[src/design/forward_substring_search_top_defines.svh]
// Assertion macros for the forward substring search block.
// Taken in by the top level by include; depends on nothing else.
`ifndef FORWARD_SUBSTRING_SEARCH_TOP_DEFINES_SVH
`define FORWARD_SUBSTRING_SEARCH_TOP_DEFINES_SVH

// Same-cycle implication, quiet while reset is high
`define FSS_ASSERT_SAME(label, clk, rst, ante, cons) \
   label: assert property (@(posedge clk) disable iff (rst) (ante) |-> (cons)) \
      else $error("fss assertion failed");

// Next-cycle implication, quiet while reset is high
`define FSS_ASSERT_NEXT(label, clk, rst, ante, cons) \
   label: assert property (@(posedge clk) disable iff (rst) (ante) |=> (cons)) \
      else $error("fss assertion failed");

`endif

[src/design/fss_pkg.sv]
// Shared types, codes and helpers of the forward substring search block.
// Used by the channel interfaces and the top level; depends on nothing.
package fss_pkg;

   localparam int CHAR_W = 16;
   localparam int POS_W  = 16;

   typedef logic [CHAR_W-1:0] char_type;
   typedef logic [POS_W-1:0]  pos_type;

   // Kind of a request item
   typedef enum logic [0:0] {
      REQ_PATTERN = 1'b0,
      REQ_TEXT    = 1'b1
   } req_kind_type;

   // Configuration register indexes
   typedef logic [0:0] csr_index_type;
   localparam csr_index_type CSR_IGNORE_CASE  = 1'b0;
   localparam csr_index_type CSR_START_OFFSET = 1'b1;

   localparam char_type UPPER_A = 16'h0041;
   localparam char_type UPPER_Z = 16'h005A;
   localparam char_type CASE_OFFSET = 16'h0020;

   // Fold ASCII A-Z to lower case when enabled
   function automatic char_type fold_char(input char_type c, input logic enable);
      char_type r;
      r = c;
      if (enable && c >= UPPER_A && c <= UPPER_Z) begin
         r = c + CASE_OFFSET;
      end
      return r;
   endfunction

endpackage

[src/design/fss_if.sv]
// Request and response channel interfaces of the forward substring search block.
// Depends on fss_pkg for the payload types.
interface fss_req_if;
   logic                  valid;
   logic                  ready;
   fss_pkg::req_kind_type req_type;
   fss_pkg::char_type     char_code;
   logic                  last_item;

   modport source (output valid, output req_type, output char_code, output last_item,
                   input ready);
   modport sink   (input valid, input req_type, input char_code, input last_item,
                   output ready);
endinterface

interface fss_rsp_if;
   logic             valid;
   logic             ready;
   logic             found;
   fss_pkg::pos_type match_index;
   logic             pattern_error;

   modport source (output valid, output found, output match_index, output pattern_error,
                   input ready);
   modport sink   (input valid, input found, input match_index, input pattern_error,
                   output ready);
endinterface

[src/design/forward_substring_search_top.sv]
// Top level of the forward substring search block: pattern shift store, text window,
// parallel window compare and result register. Depends on fss_pkg, fss_if.sv and
// forward_substring_search_top_defines.svh.
//
//   channel  | direction | carries
//   ---------+-----------+-------------------------------------------------
//   req_ch   | in        | pattern or text character, last_item marker
//   rsp_ch   | out       | found flag, match start index, pattern error
//   csr_*    | in        | ignore_case, start_offset writes (no read-back)
//
// One item per cycle while no stalled result holds the input register: an item is
// registered in the input register when accepted, and one pass of compare logic across
// all PATTERN_MAX window slots then loads the result register from that item.
// Reset is synchronous; the pattern and window stores need no clearing.
// A stalled result stops the input register only when the waiting item has a result.
`include "forward_substring_search_top_defines.svh"

module forward_substring_search_top #(
   parameter int PATTERN_MAX = 16,
   parameter int TEXT_MAX    = 65536
) (
   input  logic                   clock,
   input  logic                   reset,
   fss_req_if.sink                req_ch,
   fss_rsp_if.source              rsp_ch,
   input  logic                   csr_wr_en,
   input  fss_pkg::csr_index_type csr_index,
   input  fss_pkg::char_type      csr_wr_data
);

   localparam int LEN_W = $clog2(PATTERN_MAX + 1);
   localparam int POS_W_EXT = fss_pkg::POS_W + 1;
   localparam int POS_CAP_INT = (TEXT_MAX - 1 < 65535) ? (TEXT_MAX - 1) : 65535;
   localparam fss_pkg::pos_type POS_CAP = fss_pkg::POS_W'(POS_CAP_INT);
   localparam logic [LEN_W-1:0] LEN_FULL = LEN_W'(PATTERN_MAX);

   // Configuration registers
   logic             ignore_case_ff;
   fss_pkg::pos_type start_offset_ff;

   // Input register
   logic                  s1_valid_ff, s1_valid_in;
   fss_pkg::req_kind_type s1_type_ff;
   fss_pkg::char_type     s1_char_ff;
   logic                  s1_last_ff;

   // Search state
   fss_pkg::char_type pat_ff [PATTERN_MAX];
   fss_pkg::char_type win_ff [PATTERN_MAX];
   fss_pkg::char_type win_in [PATTERN_MAX];
   logic [LEN_W-1:0]  pat_len_ff, pat_len_in;
   logic              pat_ovf_ff, pat_ovf_in;
   logic              fresh_ff, fresh_in;
   fss_pkg::pos_type  pos_ff, pos_in;
   logic              reported_ff, reported_in;

   // Result register
   logic             rsp_valid_ff, rsp_valid_in;
   logic             rsp_found_ff;
   fss_pkg::pos_type rsp_index_ff;
   logic             rsp_error_ff;

   // Compare results
   logic [PATTERN_MAX-1:0] slot_ok;
   logic [POS_W_EXT-1:0]   end_plus1;
   logic [POS_W_EXT-1:0]   start_ext;
   logic                   hit;
   logic                   emit_match;
   logic                   emit_nf;
   logic                   s1_emit;
   logic                   s1_go;
   logic                   is_text;
   logic                   load_pat;
   logic [LEN_W-1:0]       base_len;
   logic                   base_ovf;

   // Hold configuration
   always_ff @(posedge clock) begin
      if (reset) begin
         ignore_case_ff  <= 1'b0;
         start_offset_ff <= '0;
      end else if (csr_wr_en) begin
         case (csr_index)
            fss_pkg::CSR_IGNORE_CASE:  ignore_case_ff  <= csr_wr_data[0];
            fss_pkg::CSR_START_OFFSET: start_offset_ff <= csr_wr_data;
            default: ;
         endcase
      end
   end

   // Shift the text window: slot 0 takes the newest character
   always_comb begin
      win_in[0] = s1_char_ff;
      for (int k = 1; k < PATTERN_MAX; k++) begin
         win_in[k] = win_ff[k-1];
      end
   end

   // Compare every live window slot with its pattern slot at once
   always_comb begin
      for (int k = 0; k < PATTERN_MAX; k++) begin
         slot_ok[k] = (LEN_W'(k) >= pat_len_ff) ||
                      (fss_pkg::fold_char(win_in[k], ignore_case_ff) ==
                       fss_pkg::fold_char(pat_ff[k], ignore_case_ff));
      end
   end

   assign is_text   = (s1_type_ff == fss_pkg::REQ_TEXT);
   assign end_plus1 = {1'b0, pos_ff} + POS_W_EXT'(1);
   assign start_ext = end_plus1 - POS_W_EXT'(pat_len_ff);
   assign hit = (pat_len_ff != '0) && !pat_ovf_ff &&
                (end_plus1 >= POS_W_EXT'(pat_len_ff)) &&
                (start_ext >= {1'b0, start_offset_ff}) && (&slot_ok);
   assign emit_match = is_text && hit && !reported_ff;
   assign emit_nf    = is_text && s1_last_ff && !reported_ff && !hit;
   assign s1_emit    = emit_match || emit_nf;

   // Advance the input register unless its result cannot be stored
   assign s1_go        = s1_valid_ff && (!s1_emit || !rsp_valid_ff || rsp_ch.ready);
   assign req_ch.ready = !s1_valid_ff || s1_go;
   assign s1_valid_in  = (req_ch.valid && req_ch.ready) || (s1_valid_ff && !s1_go);

   always_ff @(posedge clock) begin
      if (reset) begin
         s1_valid_ff <= 1'b0;
      end else begin
         s1_valid_ff <= s1_valid_in;
      end
   end

   always_ff @(posedge clock) begin
      if (req_ch.valid && req_ch.ready) begin
         s1_type_ff <= req_ch.req_type;
         s1_char_ff <= req_ch.char_code;
         s1_last_ff <= req_ch.last_item;
      end
   end

   // Next search state
   always_comb begin
      base_len    = fresh_ff ? '0 : pat_len_ff;
      base_ovf    = fresh_ff ? 1'b0 : pat_ovf_ff;
      load_pat    = 1'b0;
      pat_len_in  = pat_len_ff;
      pat_ovf_in  = pat_ovf_ff;
      fresh_in    = fresh_ff;
      pos_in      = pos_ff;
      reported_in = reported_ff;
      if (s1_go) begin
         if (!is_text) begin
            // Pattern character: a fresh pattern drops any text in progress
            pat_len_in = base_len;
            pat_ovf_in = base_ovf;
            if (fresh_ff) begin
               pos_in      = '0;
               reported_in = 1'b0;
            end
            if (base_len < LEN_FULL) begin
               load_pat   = 1'b1;
               pat_len_in = base_len + LEN_W'(1);
            end else begin
               pat_ovf_in = 1'b1;
            end
            fresh_in = s1_last_ff;
         end else if (s1_last_ff) begin
            pos_in      = '0;
            reported_in = 1'b0;
         end else begin
            reported_in = reported_ff || emit_match;
            if (pos_ff < POS_CAP) begin
               pos_in = pos_ff + fss_pkg::POS_W'(1);
            end
         end
      end
   end

   always_ff @(posedge clock) begin
      if (reset) begin
         pat_len_ff  <= '0;
         pat_ovf_ff  <= 1'b0;
         fresh_ff    <= 1'b1;
         pos_ff      <= '0;
         reported_ff <= 1'b0;
      end else begin
         pat_len_ff  <= pat_len_in;
         pat_ovf_ff  <= pat_ovf_in;
         fresh_ff    <= fresh_in;
         pos_ff      <= pos_in;
         reported_ff <= reported_in;
      end
   end

   // Pattern store shifts like the window, so slot k pairs with window slot k
   always_ff @(posedge clock) begin
      if (load_pat) begin
         pat_ff[0] <= s1_char_ff;
         for (int k = 1; k < PATTERN_MAX; k++) begin
            pat_ff[k] <= pat_ff[k-1];
         end
      end
   end

   // Window holds only characters of the current text where it is compared
   always_ff @(posedge clock) begin
      if (s1_go && is_text) begin
         for (int k = 0; k < PATTERN_MAX; k++) begin
            win_ff[k] <= win_in[k];
         end
      end
   end

   // Result register
   assign rsp_valid_in = (s1_go && s1_emit) || (rsp_valid_ff && !rsp_ch.ready);

   always_ff @(posedge clock) begin
      if (reset) begin
         rsp_valid_ff <= 1'b0;
      end else begin
         rsp_valid_ff <= rsp_valid_in;
      end
   end

   always_ff @(posedge clock) begin
      if (s1_go && s1_emit) begin
         rsp_found_ff <= emit_match;
         rsp_index_ff <= emit_match ? start_ext[fss_pkg::POS_W-1:0] : '0;
         rsp_error_ff <= emit_nf && pat_ovf_ff;
      end
   end

   assign rsp_ch.valid         = rsp_valid_ff;
   assign rsp_ch.found         = rsp_found_ff;
   assign rsp_ch.match_index   = rsp_index_ff;
   assign rsp_ch.pattern_error = rsp_error_ff;

   // A match never carries the pattern error flag
   `FSS_ASSERT_SAME(a_match_no_error, clock, reset,
      rsp_valid_ff && rsp_found_ff, !rsp_error_ff)

   // A not-found report carries index zero
   `FSS_ASSERT_SAME(a_nf_index_zero, clock, reset,
      rsp_valid_ff && !rsp_found_ff, rsp_index_ff == '0)

   // A match mid-text marks the text as reported
   `FSS_ASSERT_NEXT(a_match_marks, clock, reset,
      s1_go && emit_match && !s1_last_ff, reported_ff)

   // Pattern length stays within the store
   `FSS_ASSERT_SAME(a_len_bound, clock, reset, 1'b1, pat_len_ff <= LEN_FULL)

endmodule

[src/flat_wrapper.sv]
// flat-port wrapper written by rule: the top's interface ports become plain ports
module forward_substring_search_top_flat 
#(
   parameter int PATTERN_MAX = 16,
   parameter int TEXT_MAX    = 65536
)
  (clock, reset, csr_wr_en, csr_index, csr_wr_data, req_ch_valid, req_ch_req_type, req_ch_char_code, req_ch_last_item, req_ch_ready, rsp_ch_valid, rsp_ch_found, rsp_ch_match_index, rsp_ch_pattern_error, rsp_ch_ready);
  fss_req_if req_ch_i ();
  fss_rsp_if rsp_ch_i ();
  input  logic clock;
  input  logic reset;
  input  logic csr_wr_en;
  input  fss_pkg::csr_index_type csr_index;
  input  fss_pkg::char_type csr_wr_data;
  input wire logic [$bits(req_ch_i.valid)-1:0] req_ch_valid;
  input wire logic [$bits(req_ch_i.req_type)-1:0] req_ch_req_type;
  input wire logic [$bits(req_ch_i.char_code)-1:0] req_ch_char_code;
  input wire logic [$bits(req_ch_i.last_item)-1:0] req_ch_last_item;
  output wire logic [$bits(req_ch_i.ready)-1:0] req_ch_ready;
  output wire logic [$bits(rsp_ch_i.valid)-1:0] rsp_ch_valid;
  output wire logic [$bits(rsp_ch_i.found)-1:0] rsp_ch_found;
  output wire logic [$bits(rsp_ch_i.match_index)-1:0] rsp_ch_match_index;
  output wire logic [$bits(rsp_ch_i.pattern_error)-1:0] rsp_ch_pattern_error;
  input wire logic [$bits(rsp_ch_i.ready)-1:0] rsp_ch_ready;
  assign req_ch_i.valid = req_ch_valid;
  assign req_ch_i.req_type = req_ch_req_type;
  assign req_ch_i.char_code = req_ch_char_code;
  assign req_ch_i.last_item = req_ch_last_item;
  assign req_ch_ready = req_ch_i.ready;
  assign rsp_ch_valid = rsp_ch_i.valid;
  assign rsp_ch_found = rsp_ch_i.found;
  assign rsp_ch_match_index = rsp_ch_i.match_index;
  assign rsp_ch_pattern_error = rsp_ch_i.pattern_error;
  assign rsp_ch_i.ready = rsp_ch_ready;
  forward_substring_search_top #(.PATTERN_MAX(PATTERN_MAX), .TEXT_MAX(TEXT_MAX)) u_core (.clock(clock), .reset(reset), .req_ch(req_ch_i), .rsp_ch(rsp_ch_i), .csr_wr_en(csr_wr_en), .csr_index(csr_index), .csr_wr_data(csr_wr_data));
endmodule
[config.mk]
export PLATFORM = sky130hd
export DESIGN_NAME = forward_substring_search_top_flat
export DESIGN_NICKNAME = d
export VERILOG_FILES = /design/src/design/fss_pkg.sv /design/src/design/fss_if.sv /design/src/design/forward_substring_search_top.sv /design/src/flat_wrapper.sv
export VERILOG_INCLUDE_DIRS = /design/src /design/src/design
export SDC_FILE = /design/constraint.sdc
export NUM_CORES = 1
export LEC_CHECK = 0
export BUFFER_PORTS_ARGS = -buffer_cell sky130_fd_sc_hd__buf_2
export CAP_MARGIN = 20
export CORE_UTILIZATION = 50
export CTS_CLUSTER_SIZE = 14
export DETAILED_ROUTE_END_ITERATION = 12
export GPL_ROUTABILITY_DRIVEN = 1
export HOLD_SLACK_MARGIN = 0.1
export MAX_ROUTING_LAYER = met4
export PLACE_DENSITY = 0.69
export SETUP_SLACK_MARGIN = 0.02
export SLEW_MARGIN = 20
export SYNTH_ARGS = -nofsm -noshare
export SYNTH_HDL_FRONTEND = slang
export SYNTH_SLANG_ARGS = --single-unit
[constraint.sdc]
create_clock -name clock -period 13.9 [get_ports clock]
set_clock_uncertainty 0.1 [all_clocks]
set_input_delay 2.78 -clock clock [delete_from_list [all_inputs] [get_ports clock]]
set_output_delay 2.78 -clock clock [all_outputs]
set_load 0.03 [all_outputs]
==> key figures, run 1 <==
Outcome
  • Status: finished clean

Routing
  • Routed wire per std cell: 22.16 µm
  • Residual DRC: 0
  • Top Layer Used: met4
  • DR pass1 iterations: 8
  • Vias: 16700
  • Number of vias per cell: 6.045
  • WL met2: 31620 µm
  • Routed WL: slightly above 60000 µm
  • Wl on met1: 25370 µm
  • Antenna Violating Nets Remaining: 0
  • Met3 wire len: 2577 µm
  • First DRT Iteration DRCs: 1387

Timing
  • RSZ-0062 raised after global routing: no
  • Setup TNS: 0 ps
  • Final period demand of the worst path: 9039 ps
  • F_max: 0.1106 GHz
  • Worst slew margin: a little under a third
  • Final Setup Violations: 0
  • Max Slew Vio Count: 0
  • Final hold vios: 0
  • Hold slack: 348.7 ps
  • Crit share post-route: 65.03%
  • Worst Tran Pin Value: 1034 ps

Setup path
  • Required time worst endpoint: 11020 ps
  • Worst-path fanout max: 8
  • Reg-to-reg critical path startpoint: u_core.pos_ff[0]$_SDFFE_PP0P_
  • Cell mode on critical path: ha_1
  • Crit path arrival time: slightly above 6000 ps
  • Worst R2R Setup Slack: 6110 ps
  • CP endpoint kind: output port
  • Worst setup path startpoint: u_core.pos_ff[0]$_SDFFE_PP0P_
  • CP max-delay cell: or3_1
  • Crit path kind: reg2out
  • Crit path cell chain: ha_1 -> xor2_1 -> ha_1 -> nor2b_1 -> o21ai_0 -> a21boi_0 -> or3_1 -> nor2_1 -> a21oi_1 -> o22ai_1 -> xor2_1 -> ha_1 -> nand4_1 -> nor2_1 -> and2_0 -> a311oi_1 -> and3_1 -> and4_1 -> a211oi_1 -> o2111a_1 -> a31oi_1 -> nand3b_1 -> buf_2
  • Worst stage delay on the critical path: between 400 and 500 ps
  • R2R cell count: 24
  • CP startpoint kind: flop
  • R2R Path End: u_core.win_ff[0][80]$_DFFE_PP_

Clock tree
  • CTS tree: yes
  • CTS max path bufs: 3
  • Latest clock arrival within the worst-skew pair: 630 ps
  • Worst-path clk slew: 60 ps
  • Num CTS Buffers: 60
  • Hold_buf cts: 0
  • Post_cts resized: 0
  • Post-CTS setup buffers: 0
  • Clk root buf: clkbuf_16
  • Htree depth: 2
  • Clock sink count: ~580

Global routing
  • Global-route wire length before repair: about 95000 µm
  • Initial antenna violation count: 0
  • Grt ovf: 0
  • Vias in the first global route: around 16000
  • Largest net degree at the start of global routing: 80
  • GRT Overall Usage: about a quarter

Power and ir drop
  • Sw Ratio: 21.16%
  • Leak: between 0.009 and 0.01 µW
  • Clock power share: between 40 and 50%
  • Combinational fraction of design power: 3.8%
  • Int Pwr: ~2900 µW
  • Power Density: 123.9 mW/mm²
  • Worst VDD drop: 0.0001035 V
  • Seq pwr share: 54.1%
  • NetSw: ~770 µW

Yosys
  • Synthesis warning total: 0
  • Synth Instances: between 1500 and 2000
  • Syn_nets: 2043
  • Synthesized area: 0.02629 mm²
  • Syn Area/Cell: 13.50 µm²
  • Ys flop type: edfxtp_1
  • Yosys reg bits: 575
  • Post-synth top area share: 60.76%
  • Seq/Total Area, Yosys: around 64%
  • Async SR Flop Fraction: 0%
  • Synth unique cells: ~90
  • EDFF count, synth: 532
  • Synth area leader: edfxtp_1
  • Area contributors post-synth: edfxtp_1 (61%), xnor2_1 (5.5%), xor2_1 (3.8%)

Run
  • Max Cap Viol: 0

Finish
  • Fin nets: 2135
  • Commonest non-fill, non-tap cell in the layout: edfxtp_1
  • Area delta synth->final: 11.07%
  • N_diodes: 0
  • Commonest non-fill, non-tap cells in the layout: edfxtp_1 (532), xnor2_1 (165), xor2_1 (113)
  • Layout cell share with drive strength beyond 1: roughly 8.5%

Placed design
  • Global placer's final weighted congestion: ~0.9
  • DP HPWL: 44600 µm
  • IO Port Bufs: 59

Min path
  • Type of the most critical hold path: reg2reg
  • WHS Endpoint: u_core.pat_ff[1][7]$_DFFE_PP_
  • Min-Delay Startpoint: u_core.pat_ff[0][119]$_DFFE_PP_
  • Hold depth: 0

Die
  • Die area: roughly 0.054 mm²
  • Row cnt: slightly above 80
  • Die X: about 230 µm
  • Initial Utilization: between 50% and 60%
  • CORE AREA: 0.05161 mm²
  • Die Span Y: 231.3 µm
  • I/O pin count: 60
==> area by class of cell <==
| class | instances | area [µm²] |
|---|---|---|
| fill | 4074 | 22410 |
| sequential | 575 | 16840 |
| multi-input combinational | 1289 | 9133 |
| clock buffer | 75 | 1600 |
| tap | 680 | 850.8 |
| timing repair buffer | 67 | 355.3 |
| clock inverter | 31 | 256.5 |
| inverter | 46 | 172.7 |
==> synthesized netlist by cell type, drive strengths merged, types with 7 or more instances <==
cell type / count
ha: 55
or4: 21
clkbuf: 21
o31ai: 10
o211ai: 15
inv: 45
and4: 11
mux2i: 16
nor4bb: 10
nor4: 88
o2bb2ai: 13
nand4: 58
o41ai: 19
or3: 23
o21ai: 29
nand3: 49
and2: 24
o311ai: 9
nor3b: 11
edfxtp: 532
nor3: 59
a21oi: 80
nand2b: 7
a311oi: 12
a21o: 23
xor2: 113
a31oi: 15
a211oi: 15
dfxtp: 43
nor2: 86
xnor2: 165
nor4b: 10
nand2: 111
or4b: 8
and3: 15
buf: 16
nor2b: 12
==> worst max path at each step <==
stage	to	slack, ps
global placement	req_ch_ready	5800
CTS	req_ch_ready	4910
detailed placement	req_ch_ready	5590
floorplan	u_core.win_ff[0][0]$_DFFE_PP_	3370
finish	req_ch_ready	4860
global route	req_ch_ready	4470
==> stage by stage <==
| step | total power (µW) | util [%] | cell area [µm²] | cells | setup WS [ps] |
|---|---|---|---|---|---|
| 3_5_place_dp | 2129 | 52.99 | 27350 | 2657 | 5594 |
| 2_1_floorplan | 2090 | - | 26300 | 1947 | 3366 |
| 5_1_grt | 3719 | 56.58 | 29200 | 2763 | 4470 |
| 6_report | 3617 | 56.58 | 29200 | 2763 | 4861 |
| 3_3_place_gp | 2125 | 52.99 | 27350 | 2657 | 5796 |
| 4_1_cts | 3639 | 56.58 | 29200 | 2763 | 4909 |
==> critical path, delay by kind of cell, from the launching register on <==
family	cells	cell delay [ps]
buf+inv	1	250
fa+ha+maj	3	960
compound gates	8	1630
simple gates	9	1830
xor+xnor	2	420
flops	1	450
==> layer usage <==
metal | global-route usage [%] | vias up
met1 | 28.76 | 8284
met5 | - | -
met4 | 7.492 | 0
met3 | 3.396 | 123
met2 | 40.58 | 483
li1 | - | 7812
==> logic make-up (layout without fill, tap and decap cells) <==
family,after synthesis,after routing,share of synthesized area [%]
muxes,20,20,0.8232
and+or+nand+nor,628,628,13.57
AOI/OAI and AO/OA,307,307,8.299
buffers and inverters,83,219,1.318
adders and majority gates,56,56,2.693
xor gates and xnor gates,278,278,9.261
DFF,575,575,64.03
==> power groups by stage <==
stage	combinational, µW	clock, µW	sequential [µW]
final	136	1520	1960
after global routing	149	1610	1960
after CTS	136	1540	1960
after detailed placement	135	0	1990
after global placement	132	0	1990
after floorplan	96.2	0	1990
==> registers in the layout, indices dropped and copies added (netlist names) <==
register                     flops
u_core.pat_ff                  256
u_core.rsp_ch.found              1
u_core.s1_valid_ff               1
u_core.win_ff                  240
u_core.reported_ff               1
u_core.s1_last_ff                1
u_core.fresh_ff                  1
u_core.start_offset_ff          16
u_core.pos_ff                   16
u_core.rsp_ch.match_index       16
u_core.rsp_ch.valid              1
u_core.s1_char_ff               16
u_core.is_text                   1
u_core.pat_len_ff                5
u_core.rsp_ch.pattern_error      1
u_core.ignore_case_ff            1
u_core.pat_ovf_ff                1
Note: power is estimated with default switching activity, not from simulation.
==> inputs of run 2 (changes only) <==
==> constraint.sdc (replaced) <==
create_clock -name clock -period 8 [get_ports clock]
set_clock_uncertainty 0.1 [all_clocks]
set_input_delay 1.6 -clock clock [delete_from_list [all_inputs] [get_ports clock]]
set_output_delay 1.6 -clock clock [all_outputs]
set_load 0.03 [all_outputs]
==> run 2 against run 1 <==
  * Total power grew 73%
  * Clock power grew 72%
  * Setup slack worse by 4300 ps
  * Clock-buffer cell count decreased by 7
  * Combinational power grew 76%
  * Sequential cell count did not move
  * Core utilization up 0.070 points
==> key figures, run 2 (synthesis results as in run 1) <==
Placed design
  • Global placer's final weighted congestion: 0.9268 (+2.0%)
  • IO Port Bufs: 59 (unchanged)
  • Post-DP Area: 0.02743 mm² (+0.29%)
  • DP HPWL: 44670 µm (+0.15%)

Setup path
  • Worst-path fanout max: 8 (unchanged)
  • Crit path kind: reg2out
  • Crit path arrival time: 5740 ps (-420 ps)
  • CP startpoint kind: flop
  • CP endpoint kind: output port
  • Required time worst endpoint: 6300 ps (-4720 ps)

Timing
  • Crit share post-route: 92.95%
  • Final Setup Violations: 0 (unchanged)
  • Max Slew Vio Count: 0 (unchanged)
  • Worst slew margin: 17.27% (-14 points)
  • F_max: 0.1345 GHz
  • Setup TNS: 0 ps (unchanged)
  • Worst Tran Pin Value: 1225 ps (+191.0 ps)
  • RSZ-0062 raised after global routing: no
  • Final period demand of the worst path: roughly 7400 ps
  • Final hold vios: 0 (unchanged)

Clock tree
  • Latest clock arrival within the worst-skew pair: 620 ps (about the same)
  • Num CTS Buffers: 57 (-5.0%)
  • Worst-path clk slew: 70 ps (about the same)
  • CTS max path bufs: 3 (unchanged)
  • Clock sink count: 575 (unchanged)
  • CTS tree: yes
  • Htree depth: 2 (unchanged)
  • Clk root buf: clkbuf_16
  • Hold_buf cts: 0 (unchanged)

Routing
  • Vias: 16810 (+0.65%)
  • First DRT Iteration DRCs: 1294 (-6.7%)
  • Residual DRC: 0 (unchanged)
  • DR pass1 iterations: 5 (-3)
  • Routed WL: 61480 µm (+0.39%)
  • Number of vias per cell: 6.071 (+0.43%)
  • Antenna Violating Nets Remaining: 0 (unchanged)
  • Routed wire per std cell: 22.20 µm (+0.17%)

Global routing
  • GRT Overall Usage: 23.82% (+0.18 points)
  • Vias in the first global route: 16770 (+1.9%)
  • Initial antenna violation count: 0 (unchanged)
  • Grt ovf: 0 (unchanged)
  • Global-route wire length before repair: 95540 µm (+0.46%)
  • Largest net degree at the start of global routing: 83 (+3.8%)

Finish
  • Final core occ: 56.65% (+0.070 points)
  • Commonest non-fill, non-tap cell in the layout: edfxtp_1
  • Top Registers: u_core.pat_ff (256), u_core.win_ff (240)
  • Largest Register: u_core.pat_ff
  • Post-route cell area: 0.02924 mm² (+0.12%)
  • Fin nets: 2139 (+0.19%)
  • Layout cell share with drive strength beyond 1: 9.243% (+0.75 points)
  • Commonest non-fill, non-tap cells in the layout: edfxtp_1 (532), xnor2_1 (165), xor2_1 (113)
  • Area delta synth->final: 11.21%
  • Fillers: 4061 (-0.32%)
  • Max reg flops: 256 (unchanged)

Power and ir drop
  • Int Pwr: 4896 µW (+72%)
  • Leak: 0.009452 µW (+0.13%)
  • NetSw: 1350 µW (+76%)
  • Total power: 6247 µW (+73%)
  • Power Density: 213.6 mW/mm² (+72%)
  • Clock power share: 41.7% (-0.4 points)
  • Seq pwr share: 54.4% (+0.3 points)
  • Worst VDD drop: 0.0001894 V (+83%)
  • Combinational fraction of design power: 3.8% (about the same)
  • Sw Ratio: 21.62% (+0.45 points)

Die
  • Die X: 231.3 µm (unchanged)
  • CORE AREA: 0.05161 mm² (unchanged)
  • Die Span Y: 231.3 µm (unchanged)
  • Initial Utilization: 50.94% (unchanged)
  • Row cnt: 83 (unchanged)
  • I/O pin count: 60 (unchanged)
  • Die area: 0.05351 mm² (unchanged)

Min path
  • Type of the most critical hold path: reg2reg

Run
  • Max Cap Viol: 0 (unchanged)

Outcome
  • Status: finished clean
-- run 2: cell types whose count changed in the layout (fill, tap and decap cells not counted), sizes merged --
cell and delta:
clkinv -1, buf +7, diode +1, inv +2
clkinvlp +4, clkbuf -7
-- run 2: metrics by stage --
step                      instances  worst slack, ps  hold slack [ps]
after floorplan                1947            163.8            326.4
after global placement         2664             1168            343.2
after detailed placement       2664             1102            343.3
after CTS                      2768            416.3            359.8
after global routing           2768            79.46            374.1
final                          2769            564.1            361.1
-- run 2: worst paths after layout --
kind                                                        startpoint                                endpoint  slack (ps)  cells past startpoint
worst max register to register           u_core.pos_ff[0]$_SDFFE_PP0P_          u_core.win_ff[0][36]$_DFFE_PP_        1540                     23
worst min register to register  u_core.start_offset_ff[5]$_SDFFE_PP0P_  u_core.start_offset_ff[5]$_SDFFE_PP0P_         360                      2
worst max-delay path                     u_core.pos_ff[0]$_SDFFE_PP0P_                            req_ch_ready         560                     22
worst min-delay path            u_core.start_offset_ff[5]$_SDFFE_PP0P_  u_core.start_offset_ff[5]$_SDFFE_PP0P_         360                      2
-- run 2: layout make-up --
| cell class | instances | area, µm² | share of cell area, % |
|---|---|---|---|
| flip-flops and latches | 575 | 16840 | 57.58 |
| multi-input cells | 1289 | 9141 | 31.26 |
| clock buffers | 68 | 1510 | 5.165 |
| well taps | 680 | 850.8 | 2.910 |
| repair buffers | 74 | 432.9 | 1.481 |
| clock inverters | 36 | 292.8 | 1.001 |
| inverters | 46 | 172.7 | 0.5905 |
| diodes | 1 | 2.502 | 0.008558 |
-- run 2: repair_timing --
item | 4_1_cts | 5_1_grt
endpoints found under the setup margin | 0 | 1
setup buffers | 0 | 0
resized for setup | 0 | 2
-- run 2: critical path, stage by stage (launching register included) --
cell       delay (ps)
dfxtp_1           440
ha_2              310
xor2_1            190
ha_1              290
o21a_1            200
o31a_1            110
o21ai_0           270
nand2b_1          160
mux2_2            300
nand2_1            70
o41ai_1           100
xor2_1            210
ha_1              340
o2111ai_1         100
o21ai_0           280
a311oi_1          170
and3_1            190
and4_1            220
a211oi_1          260
o2111a_1          280
a31oi_2           140
nand3b_1          250
buf_2             240
-- run 2: power groups by stage --
stage                     clock network [µW]  logic, µW  registers (µW)
after floorplan                            0        167            3450
after global placement                     0        229            3460
after detailed placement                   0        237            3460
after CTS                               2640        239            3400
after global routing                    2750        264            3410
final                                   2610        240            3400
-- run 2: layer usage --
metal  up-vias  wire (µm)  global-route usage [%]
li1       7822          -                       -
met1      8469      25560                   28.45
met2       408      32040                   41.81
met3       111       2410                   3.408
met4         0       1470                   6.788
met5         -          0                       -
